### config.mk
export PLATFORM = sky130hd
export DESIGN_NAME = strike_onset_detector
export DESIGN_NICKNAME = d
export VERILOG_FILES = /design/src/hw/rtl/sod_pkg.sv /design/src/hw/rtl/sod_front.sv /design/src/hw/rtl/sod_queue.sv /design/src/hw/rtl/sod_back.sv /design/src/hw/rtl/strike_onset_detector.sv
export SDC_FILE = /design/constraint.sdc
export NUM_CORES = 1
export LEC_CHECK = 0
export ABC_CLOCK_PERIOD_IN_PS = 6200
export BUFFER_PORTS_ARGS = -buffer_cell sky130_fd_sc_hd__buf_2
export CAP_MARGIN = 0
export CORE_MARGIN = 2
export CORE_UTILIZATION = 50
export CTS_CLUSTER_DIAMETER = 80
export DETAILED_ROUTE_END_ITERATION = 16
export PLACE_DENSITY = 0.72
export SLEW_MARGIN = 20
export SYNTH_ARGS = -nofsm -noshare
export SYNTH_HDL_FRONTEND = slang
export SYNTH_HIERARCHICAL = 1
export SYNTH_SLANG_ARGS = --single-unit
### constraint.sdc
create_clock -name aclk -period 6.2 [get_ports aclk]
set_clock_uncertainty 0.1 [all_clocks]
set_input_delay 0.31 -clock aclk [delete_from_list [all_inputs] [get_ports aclk]]
set_output_delay 0.31 -clock aclk [all_outputs]
set_load 0.005 [all_outputs]
### src/hw/rtl/sod_pkg.sv
// Shared types and constants for the strike onset detector.
// Holds payload structs, queue item format, register map and the note table.
// No dependencies.
package sod_pkg;

    // Frame geometry and field widths
    localparam int CHANNELS    = 8;
    localparam int CH_BITS     = 3;
    localparam int SAMPLE_BITS = 10;
    localparam int VEL_BITS    = SAMPLE_BITS + 1;
    localparam int NOTE_BITS   = 6;
    localparam int THR_BITS    = 10;
    localparam int REB_BITS    = 11;

    // Decoupling queue geometry
    localparam int QADDR_BITS = 2;
    localparam int QDEPTH     = 1 << QADDR_BITS;

    // Register reset values
    localparam logic [THR_BITS-1:0] STRIKE_RESET  = 10'd10;
    localparam logic [REB_BITS-1:0] REBOUND_RESET = 11'h7FD;

    // Register map, one word per register
    typedef enum logic {
        REG_STRIKE  = 1'b0,
        REG_REBOUND = 1'b1
    } reg_idx_t;

    // Scale notes, indexed by channel modulo 16
    localparam logic [NOTE_BITS-1:0] NOTE_TABLE [16] = '{
        6'd0,  6'd2,  6'd4,  6'd7,  6'd9,  6'd12, 6'd14, 6'd16,
        6'd19, 6'd21, 6'd24, 6'd26, 6'd28, 6'd31, 6'd33, 6'd36
    };

    typedef struct packed {
        logic [CH_BITS-1:0]     channel;
        logic [SAMPLE_BITS-1:0] sample;
    } in_t;

    typedef struct packed {
        logic signed [VEL_BITS-1:0] velocity;
        logic                       hit;
        logic [NOTE_BITS-1:0]       note;
        logic [SAMPLE_BITS-1:0]     strength;
    } out_t;

    // Classified transaction as it travels from front to back
    typedef struct packed {
        logic                   in_range;
        logic                   last;
        logic [CH_BITS-1:0]     channel;
        logic [SAMPLE_BITS-1:0] sample;
    } q_item_t;

    typedef struct packed {
        logic [THR_BITS-1:0] strike_threshold;
        logic [REB_BITS-1:0] rebound_threshold;
    } cfg_t;

    typedef struct packed {
        logic                  push;
        logic                  pop;
        logic [QADDR_BITS:0]   count;
    } q_status_t;

    function automatic logic [NOTE_BITS-1:0] note_of(input logic [CH_BITS-1:0] ch);
        logic [3:0] idx;
        idx = 4'(ch);
        return NOTE_TABLE[idx];
    endfunction

endpackage

### src/hw/rtl/sod_front.sv
// Front stage of the strike onset detector: accepts input transactions and
// classifies them (channel range, frame close). Depends on sod_pkg.
module sod_front (
    input  logic              aclk,
    input  logic              aresetn,
    input  logic              s_valid,
    output logic              s_ready,
    input  sod_pkg::in_t      s_data,
    output logic              f_valid,
    input  logic              f_ready,
    output sod_pkg::q_item_t  f_item
);

    logic              valid_reg;
    sod_pkg::q_item_t  item_reg;
    sod_pkg::q_item_t  item_next;

    // Take a new transaction whenever the stage is empty or drains this cycle
    assign s_ready = !valid_reg || f_ready;
    assign f_valid = valid_reg;
    assign f_item  = item_reg;

    // Classify the incoming sample
    always_comb begin
        item_next.in_range = ({1'b0, s_data.channel} < (sod_pkg::CH_BITS + 1)'(sod_pkg::CHANNELS));
        item_next.last     = (s_data.channel == sod_pkg::CH_BITS'(sod_pkg::CHANNELS - 1));
        item_next.channel  = s_data.channel;
        item_next.sample   = s_data.sample;
    end

    // Hold or advance the stage
    always_ff @(posedge aclk) begin
        if (!aresetn) begin
            valid_reg <= 1'b0;
        end else if (s_valid && s_ready) begin
            valid_reg <= 1'b1;
        end else if (f_ready) begin
            valid_reg <= 1'b0;
        end
    end

    always_ff @(posedge aclk) begin
        if (s_valid && s_ready) begin
            item_reg <= item_next;
        end
    end

endmodule

### src/hw/rtl/sod_queue.sv
// Short queue between the front and back stages of the strike onset detector.
// Depends on sod_pkg for the item type and depth.
module sod_queue (
    input  logic                aclk,
    input  logic                aresetn,
    input  logic                in_valid,
    output logic                in_ready,
    input  sod_pkg::q_item_t    in_item,
    output logic                out_valid,
    input  logic                out_ready,
    output sod_pkg::q_item_t    out_item,
    output sod_pkg::q_status_t  status
);

    sod_pkg::q_item_t                mem_reg [sod_pkg::QDEPTH];
    logic [sod_pkg::QADDR_BITS-1:0]  wr_ptr_reg;
    logic [sod_pkg::QADDR_BITS-1:0]  rd_ptr_reg;
    logic [sod_pkg::QADDR_BITS:0]    count_reg;
    logic                            push;
    logic                            pop;

    assign in_ready  = (count_reg != (sod_pkg::QADDR_BITS + 1)'(sod_pkg::QDEPTH));
    assign out_valid = (count_reg != '0);
    assign out_item  = mem_reg[rd_ptr_reg];
    assign push      = in_valid && in_ready;
    assign pop       = out_valid && out_ready;

    assign status.push  = push;
    assign status.pop   = pop;
    assign status.count = count_reg;

    // Advance pointers and occupancy
    always_ff @(posedge aclk) begin
        if (!aresetn) begin
            wr_ptr_reg <= '0;
            rd_ptr_reg <= '0;
            count_reg  <= '0;
        end else begin
            if (push) begin
                wr_ptr_reg <= wr_ptr_reg + 1'b1;
            end
            if (pop) begin
                rd_ptr_reg <= rd_ptr_reg + 1'b1;
            end
            if (push && !pop) begin
                count_reg <= count_reg + 1'b1;
            end else if (pop && !push) begin
                count_reg <= count_reg - 1'b1;
            end
        end
    end

    // Store the entry
    always_ff @(posedge aclk) begin
        if (push) begin
            mem_reg[wr_ptr_reg] <= in_item;
        end
    end

endmodule

### src/hw/rtl/sod_back.sv
// Back stage of the strike onset detector: velocity, strike tracking, hit
// confirmation and the output register. Depends on sod_pkg.
module sod_back (
    input  logic              aclk,
    input  logic              aresetn,
    input  sod_pkg::cfg_t     cfg,
    input  logic              q_valid,
    output logic              q_pop,
    input  sod_pkg::q_item_t  q_item,
    output logic              m_valid,
    input  logic              m_ready,
    output sod_pkg::out_t     m_data
);

    localparam int SB = sod_pkg::SAMPLE_BITS;
    localparam int VB = sod_pkg::VEL_BITS;
    localparam int CB = sod_pkg::CH_BITS;

    logic [SB-1:0]  prev_frame_reg [sod_pkg::CHANNELS];
    logic [CB-1:0]  best_ch_reg,   best_ch_next;
    logic           best_vld_reg,  best_vld_next;
    logic [SB-1:0]  best_drop_reg, best_drop_next;
    logic [CB-1:0]  pend_ch_reg,   pend_ch_next;
    logic           pend_vld_reg,  pend_vld_next;
    logic [SB-1:0]  pend_drop_reg, pend_drop_next;
    logic           out_vld_reg;
    sod_pkg::out_t  out_reg,       out_next;

    logic [SB-1:0]        prev;
    logic signed [VB-1:0] vel;
    logic signed [VB-1:0] drop;
    logic                 hit;
    logic                 strike;

    // Pop whenever the output register is free or being drained
    assign q_pop   = q_valid && (!out_vld_reg || m_ready);
    assign m_valid = out_vld_reg;
    assign m_data  = out_reg;

    // Velocity, hit check and candidate tracking
    always_comb begin
        prev   = prev_frame_reg[q_item.channel];
        vel    = $signed({1'b0, q_item.sample}) - $signed({1'b0, prev});
        drop   = $signed({1'b0, prev}) - $signed({1'b0, q_item.sample});
        hit    = pend_vld_reg && (pend_ch_reg == q_item.channel)
                 && (drop < $signed(cfg.rebound_threshold));
        strike = (drop > $signed({1'b0, cfg.strike_threshold})) && (drop > 0)
                 && (!best_vld_reg || (drop > $signed({1'b0, best_drop_reg})));

        best_ch_next   = best_ch_reg;
        best_vld_next  = best_vld_reg;
        best_drop_next = best_drop_reg;
        pend_ch_next   = pend_ch_reg;
        pend_vld_next  = pend_vld_reg;
        pend_drop_next = pend_drop_reg;
        out_next       = '0;

        if (q_item.in_range) begin
            if (strike) begin
                best_vld_next  = 1'b1;
                best_ch_next   = q_item.channel;
                best_drop_next = drop[SB-1:0];
            end
            // Hand the frame's candidate over at frame close
            if (q_item.last) begin
                pend_vld_next  = best_vld_next;
                pend_ch_next   = best_vld_next ? best_ch_next : '0;
                pend_drop_next = best_vld_next ? best_drop_next : '0;
                best_vld_next  = 1'b0;
                best_ch_next   = '0;
                best_drop_next = '0;
            end
            out_next.velocity = vel;
            out_next.hit      = hit;
            out_next.note     = hit ? sod_pkg::note_of(q_item.channel) : '0;
            out_next.strength = hit ? pend_drop_reg : '0;
        end
    end

    // Update tracking state on each popped transaction
    always_ff @(posedge aclk) begin
        if (!aresetn) begin
            for (int i = 0; i < sod_pkg::CHANNELS; i++) begin
                prev_frame_reg[i] <= '0;
            end
            best_ch_reg   <= '0;
            best_vld_reg  <= 1'b0;
            best_drop_reg <= '0;
            pend_ch_reg   <= '0;
            pend_vld_reg  <= 1'b0;
            pend_drop_reg <= '0;
        end else if (q_pop) begin
            if (q_item.in_range) begin
                prev_frame_reg[q_item.channel] <= q_item.sample;
            end
            best_ch_reg   <= best_ch_next;
            best_vld_reg  <= best_vld_next;
            best_drop_reg <= best_drop_next;
            pend_ch_reg   <= pend_ch_next;
            pend_vld_reg  <= pend_vld_next;
            pend_drop_reg <= pend_drop_next;
        end
    end

    // Hold the result until the consumer takes it
    always_ff @(posedge aclk) begin
        if (!aresetn) begin
            out_vld_reg <= 1'b0;
        end else if (q_pop) begin
            out_vld_reg <= 1'b1;
        end else if (m_ready) begin
            out_vld_reg <= 1'b0;
        end
    end

    always_ff @(posedge aclk) begin
        if (q_pop) begin
            out_reg <= out_next;
        end
    end

endmodule

### src/hw/rtl/strike_onset_detector.sv
// Strike onset detector top level: register port, front, queue and back stages.
// Depends on sod_pkg, sod_front, sod_queue and sod_back.
//
// Pad samples come in one transaction per channel, channels 0 to 7 in order,
// channel 7 closing a frame; each accepted transaction yields exactly one
// result transaction with the velocity against the previous frame and, when a
// strike recorded in the last frame rebounds, a hit with its note and
// strength. The block takes one transaction per clock cycle when the result
// side keeps up. An accepted transaction passes from the front register into
// the four-entry queue, and the back stage pops it from there into its output
// register, updating all tracking state on that pop.
// Thresholds are written over the register port (strike at 0x0, rebound at
// 0x4); the user must write them only while no transaction is in flight, as
// the block itself does not enforce this.
module strike_onset_detector (
    input  logic                aclk,
    input  logic                aresetn,
    input  logic                psel,
    input  logic                penable,
    input  logic                pwrite,
    input  logic [2:0]          paddr,
    input  logic [31:0]         pwdata,
    output logic [31:0]         prdata,
    output logic                pready,
    input  logic                s_valid,
    output logic                s_ready,
    input  sod_pkg::in_t        s_data,
    output logic                m_valid,
    input  logic                m_ready,
    output sod_pkg::out_t       m_data
);

    logic [sod_pkg::THR_BITS-1:0] strike_reg;
    logic [sod_pkg::REB_BITS-1:0] rebound_reg;
    sod_pkg::reg_idx_t            reg_idx;
    sod_pkg::cfg_t                cfg;
    logic                         f_valid;
    logic                         f_ready;
    sod_pkg::q_item_t             f_item;
    logic                         q_valid;
    logic                         q_pop;
    sod_pkg::q_item_t             q_item;
    sod_pkg::q_status_t           q_status;

    assign pready  = 1'b1;
    assign reg_idx = sod_pkg::reg_idx_t'(paddr[2]);
    assign cfg.strike_threshold  = strike_reg;
    assign cfg.rebound_threshold = rebound_reg;

    // Write configuration registers on the access phase
    always_ff @(posedge aclk) begin
        if (!aresetn) begin
            strike_reg  <= sod_pkg::STRIKE_RESET;
            rebound_reg <= sod_pkg::REBOUND_RESET;
        end else if (psel && penable && pwrite && pready) begin
            unique case (reg_idx)
                sod_pkg::REG_STRIKE:  strike_reg  <= pwdata[sod_pkg::THR_BITS-1:0];
                sod_pkg::REG_REBOUND: rebound_reg <= pwdata[sod_pkg::REB_BITS-1:0];
                default: ;
            endcase
        end
    end

    // Read back the addressed register
    always_comb begin
        unique case (reg_idx)
            sod_pkg::REG_STRIKE:  prdata = 32'(strike_reg);
            sod_pkg::REG_REBOUND: prdata = 32'(rebound_reg);
            default:              prdata = '0;
        endcase
    end

    sod_front u_front (
        .aclk    (aclk),
        .aresetn (aresetn),
        .s_valid (s_valid),
        .s_ready (s_ready),
        .s_data  (s_data),
        .f_valid (f_valid),
        .f_ready (f_ready),
        .f_item  (f_item)
    );

    sod_queue u_queue (
        .aclk      (aclk),
        .aresetn   (aresetn),
        .in_valid  (f_valid),
        .in_ready  (f_ready),
        .in_item   (f_item),
        .out_valid (q_valid),
        .out_ready (q_pop),
        .out_item  (q_item),
        .status    (q_status)
    );

    sod_back u_back (
        .aclk    (aclk),
        .aresetn (aresetn),
        .cfg     (cfg),
        .q_valid (q_valid),
        .q_pop   (q_pop),
        .q_item  (q_item),
        .m_valid (m_valid),
        .m_ready (m_ready),
        .m_data  (m_data)
    );

`ifndef SYNTH
    // Queue occupancy never exceeds its depth
    a_q_bound: assert property (@(posedge aclk) disable iff (!aresetn)
        q_status.count <= (sod_pkg::QADDR_BITS + 1)'(sod_pkg::QDEPTH))
        else $error("queue occupancy above depth");

    // An accepted input transaction is held by the front stage next cycle
    a_front_load: assert property (@(posedge aclk) disable iff (!aresetn)
        (s_valid && s_ready) |=> f_valid)
        else $error("accepted transaction lost at front stage");

    // The back stage only pops a non-empty queue
    a_pop_nonempty: assert property (@(posedge aclk) disable iff (!aresetn)
        q_status.pop |-> (q_status.count != '0))
        else $error("pop from empty queue");

    // Occupancy advances by one on a push without a pop
    a_q_count: assert property (@(posedge aclk) disable iff (!aresetn)
        (q_status.push && !q_status.pop) |=> (q_status.count == $past(q_status.count) + 1'b1))
        else $error("queue count did not advance on push");
`endif

endmodule

## After elaboration in Yosys (flattened, before gate mapping)

Memory sizes are Yosys's and may differ from the RTL's. A register that Yosys moved wholly into a read port is not among the register bits.
Cells that the tools add are included.

- Bits in registers: 94
- Latch bits: 0
- Bits in writable memories: 136
- Bits in read-only memories: 96
- Logic and storage cells: 96
- Memories: 3

- Add/sub/neg operators: 6
- Multipliers: 0
- Divide/modulo/power cells: 0
- Magnitude comparators: 4
- Equal/unequal tests: 3
- Shifts and indexed selects: 0
- Muxes and demuxes: 28
- Bitwise logic cells: 2
- Reduce and logical (&&, ||, !) cells: 31

Memories:

| name | depth | bits a word | rd ports | clocked after Yosys merged registers in | wr ports | line | text |
|---|---|---|---|---|---|---|---|
| (no name shown) | 16 | 6 | 1 | 1 | 0 | sod_pkg.sv:69 | `return NOTE_TABLE[idx];` |
| u_back.prev_frame_reg | 8 | 10 | 1 | 0 | 8 | sod_back.sv:19 | `logic [SB-1:0] prev_frame_reg [sod_pkg::CHANNELS];` |
| u_queue.mem_reg | 4 | 14 | 1 | 1 | 1 | sod_queue.sv:15 | `sod_pkg::q_item_t mem_reg [sod_pkg::QDEPTH];` |

Operator list:

| kind | count |
|---|---|
| 32-bit case mux with 2 select lines | 1 |
| 10-bit two-way mux | 4 |
| 11-bit greater-than comparator | 2 |
| 10-bit by 10-bit subtractor with 11-bit output | 2 |
| 3-bit two-way mux | 6 |
| 1-bit two-way mux | 15 |
| 1-bit logical AND | 12 |
| 11-bit by 1-bit greater-than comparator with 1-bit output (second input constant) | 1 |
| 11-bit < comparator | 1 |
| 10-bit OR reduction | 1 |
| 2-bit AND reduction | 4 |
| 1-bit zero test | 6 |
| 2-bit nonzero test | 3 |
| 3-bit inverter with 5-bit output | 1 |
| 2-bit by 1-bit adder with 2-bit output (second input constant) | 2 |
| 2-bit two-way mux | 2 |
| 3-bit by 1-bit adder with 3-bit output (second input constant) | 1 |
| 3-bit equality test | 1 |
| 3-bit equality test (second input constant) | 1 |
| 1-bit logical OR | 3 |
| 3-bit inequality test (second input constant) | 1 |
| 3-bit AND reduction | 1 |
| 3-bit nonzero test | 1 |
| 3-bit by 1-bit subtractor with 3-bit output (second input constant) | 1 |
| 1-bit inverter | 1 |

## Logic depth before layout (Yosys ltp)

- Depth in word-level cells: 8
- Gate-level depth with buffers: 27
- Mapped depth without buffers: 22

## Cells and area by module

Netlist, hierarchy kept.

Modules (own cells, without submodules):

| module | times used | cells an instance | area each (um^2) | seq. area each (um^2) |
|---|---|---|---|---|
| sod_back | 1 | 717 | 7629.8 | 3793.6 |
| sod_queue | 1 | 129 | 2711.4 | 1981.9 |
| strike_onset_detector | 1 | 127 | 1194.9 | 420.4 |
| sod_front | 1 | 22 | 495.5 | 440.4 |

## Least setup slack after synthesis

No wires, ideal clock.

- Path kind: reg2reg
- Start point: register (tool-made name)
- End point: register u_back.best_drop_reg[8]
- Setup time: 0.060 ns
- Data arrival time: 5.780 ns
- Data required time: 6.040 ns
- Path slack: 0.261 ns
- Stages on the path, launching flop included: 25
- Cell sequence: dfxtp_1 > buf_6 > mux4_1 > clkbuf_1 > clkbuf_1 > clkbuf_1 > mux4_2 > nand2_1 > and2_1 > ha_1 > inv_1 > fa_1 > a211oi_4 > nor2_2 > o31ai_4 > xnor2_1 > ha_1 > and3_1 > nand3b_1 > o311ai_0 > a211o_1 > o21bai_2 > nor3_1 > clkbuf_1 > a22o_1

RTL lines:

| element | line | text |
|---|---|---|
| end signal: assignment | sod_back.sv:98 | `best_drop_reg <= best_drop_next;` |
| end: declaration | sod_back.sv:22 | `logic [SB-1:0] best_drop_reg, best_drop_next;` |

==> impl_metrics.tcl <==
set metrics [dict create \
    rsz0062_at_grt "false" \
    antenna_left 0 \
    final_cell_mix "181 x edfxtp_1, 72 x nor3_1, 71 x buf_2" \
    wirelength_um 26300 \
    routedWlPerCell_um 18.22 \
    worstMarginPinSlew_ns 0.9577 \
    critical_path.max_stage_delay_ns 0.63 \
    vias_per_cell 5.510 \
    crit_path_cell_trace "mux4_2 > buf_4 > mux4_2 > nand2_1 > and2_1 > ha_1 > inv_1 > fa_1 > a211oi_4 > nor2_2 > o31ai_4 > xnor2_1 > buf_4 > ha_1 > a21o_1 > a21oi_1 > nand2_1 > o21ai_0 > a211o_1 > o21bai_2 > nor2_1 > buf_4 > a221o_1" \
    fmax_mhz 169.1 \
    dp_cells 1369 \
    crit_required_ns 6.52 \
    nets 1223 \
    crit_family "compound AO/OA/AOI/OAI gates" \
    start_util_pct 51.03 \
    slew_headroom_pct 36.00 \
    cts.clk_slew.worst_paths_ns 0.06 \
    rows 56 \
    gp_congestion 0.8512 \
    drive_gt1_share_pct 18.77 \
    reg2reg_depth 23 \
    antenna_cells 0 \
    area_growth_pct 15.95 \
    slowest_stage "mux4_2" \
    grt_pass1_wl_um 41310 \
    first_iter_violations 771 \
    root_buffer "clkbuf_16" \
    synth.avg_cell_area_um2 12.11 \
    drv_slew 0 \
    largest_reg_flops 80 \
    yosys_warnings 6 \
    hpwlAfterDp_um 17320 \
    hold_path_depth 2 \
    fin_setup_tns_ns 0 \
    cts_sinks 241 \
    clk_path_buf_depth 3 \
    critPathKind "register to register" \
    leakagePower_nw 5.384 \
    power_density_nw_per_um2 522.0 \
    setup_viol 0 \
    rr_endpoint "u_back/pend_drop_reg[1]" \
    peakVddDrop_uv 307.5 \
    die_y_um 159 \
    final_hold_viol_count 0 \
    cp_num_buf_inv 4 \
    rrSetupSlack_ns 0.29 \
    io_buffers 71 \
    min_path_type "input port to register" \
    max_cap_violations 0 \
    gr-total-overflow 0 \
    startpoint_type "register" \
    grt_max_degree 59 \
    final_cells 1443 \
    fin_crit_ns 5.912 \
    cts_made_buffers 26 \
    final_common_cell "edfxtp_1" \
    clk_latency_ns 0.53 \
    syn_inst 992 \
    status "completed" \
    htreeDepth 1 \
    period_share_pct 95.36 \
    post-route-drc-count 0 \
    dieArea_um2 25280 \
    worst_setup_path_end_kind "register" \
    grt_pass1_vias 7627 \
    min_from "aresetn" \
    drt-pass1-iter-count 5 \
    cts_tree "done" \
    critPathMaxFanout 6 \
    track_usage_pct 20.49 \
    vias 7951 \
    die_w_um 159 \
    syn_area_um2 12010 \
    cp.arrival_ns 6.23 \
    antenna_found_initial 0 \
    path_common_cell "buf_4" \
    io_pins 118 \
    core_um2 23540 \
]
==> timing repair <==
item / in CTS / in global routing
resized for setup: 0 / 6
endpoints found under the setup margin: 0 / 23
hold buffers: 26 / 0
buffers inserted: 0 / 0
hold endpoints to repair: 37 / 0
==> per-layer routing <==
metal	vias to the layer above	wire length, µm	track usage (%)	part of all wire (%)
li1	3825	-	-	-
met1	3853	11470	28.45	44
met2	235	12660	34.01	48
met3	38	1538	2.839	5.8
met4	0	618	5.702	2.4
met5	-	0	0	0
==> power breakdown <==
| group | internal (W) | leakage, nW | switching (W) | total (W) |
|---|---|---|---|---|
| registers | 0.00199 | 2.26 | 0.0000954 | 0.00209 |
| clock network | 0.000941 | 0.433 | 0.000628 | 0.00157 |
| logic | 0.00147 | 2.69 | 0.00214 | 0.00361 |
| total | 0.00441 | 5.38 | 0.00286 | 0.00727 |
==> final cells by class <==
type,instances,area [µm²]
Clock inverter,19,216.5
Timing Repair Buffer,143,998.5
Clock buffer,29,661.9
Fill cell,1914,9614
Multi-Input combinational cell,619,4742
Sequential cell,241,6636
Inverter,73,274.0
Tap cell,319,399.1
==> per-stage QoR <==
stage	util (%)	cell area, µm²	setup WS [ns]	hold WS, ns	power [W]
3_5_place_dp	54.26	12770	0.2535	0.3364	0.005634
2_1_floorplan	-	12090	0.2605	0.3089	0.004490
5_1_grt	59.16	13930	0.01294	0.08086	0.007758
6_report	59.16	13930	0.2879	0.09447	0.007270
4_1_cts	59.10	13910	0.2034	0.08141	0.007244
3_3_place_gp	54.26	12770	0.2883	0.3277	0.005576
==> worst max path at each step <==
stage          startpoint                 endpoint  slack, ns  cells after the start
2_1_floorplan    register  u_back/best_drop_reg[8]       0.26                     24
3_3_place_gp     register  u_back/pend_drop_reg[1]       0.29                     23
3_5_place_dp     register    u_back/pend_ch_reg[1]       0.25                     22
4_1_cts          register    u_back/pend_ch_reg[1]       0.20                     22
5_1_grt          register  u_back/pend_drop_reg[3]       0.01                     22
6_report         register  u_back/pend_drop_reg[1]       0.29                     23
No activity file was read; power rests on OpenSTA's default activity.
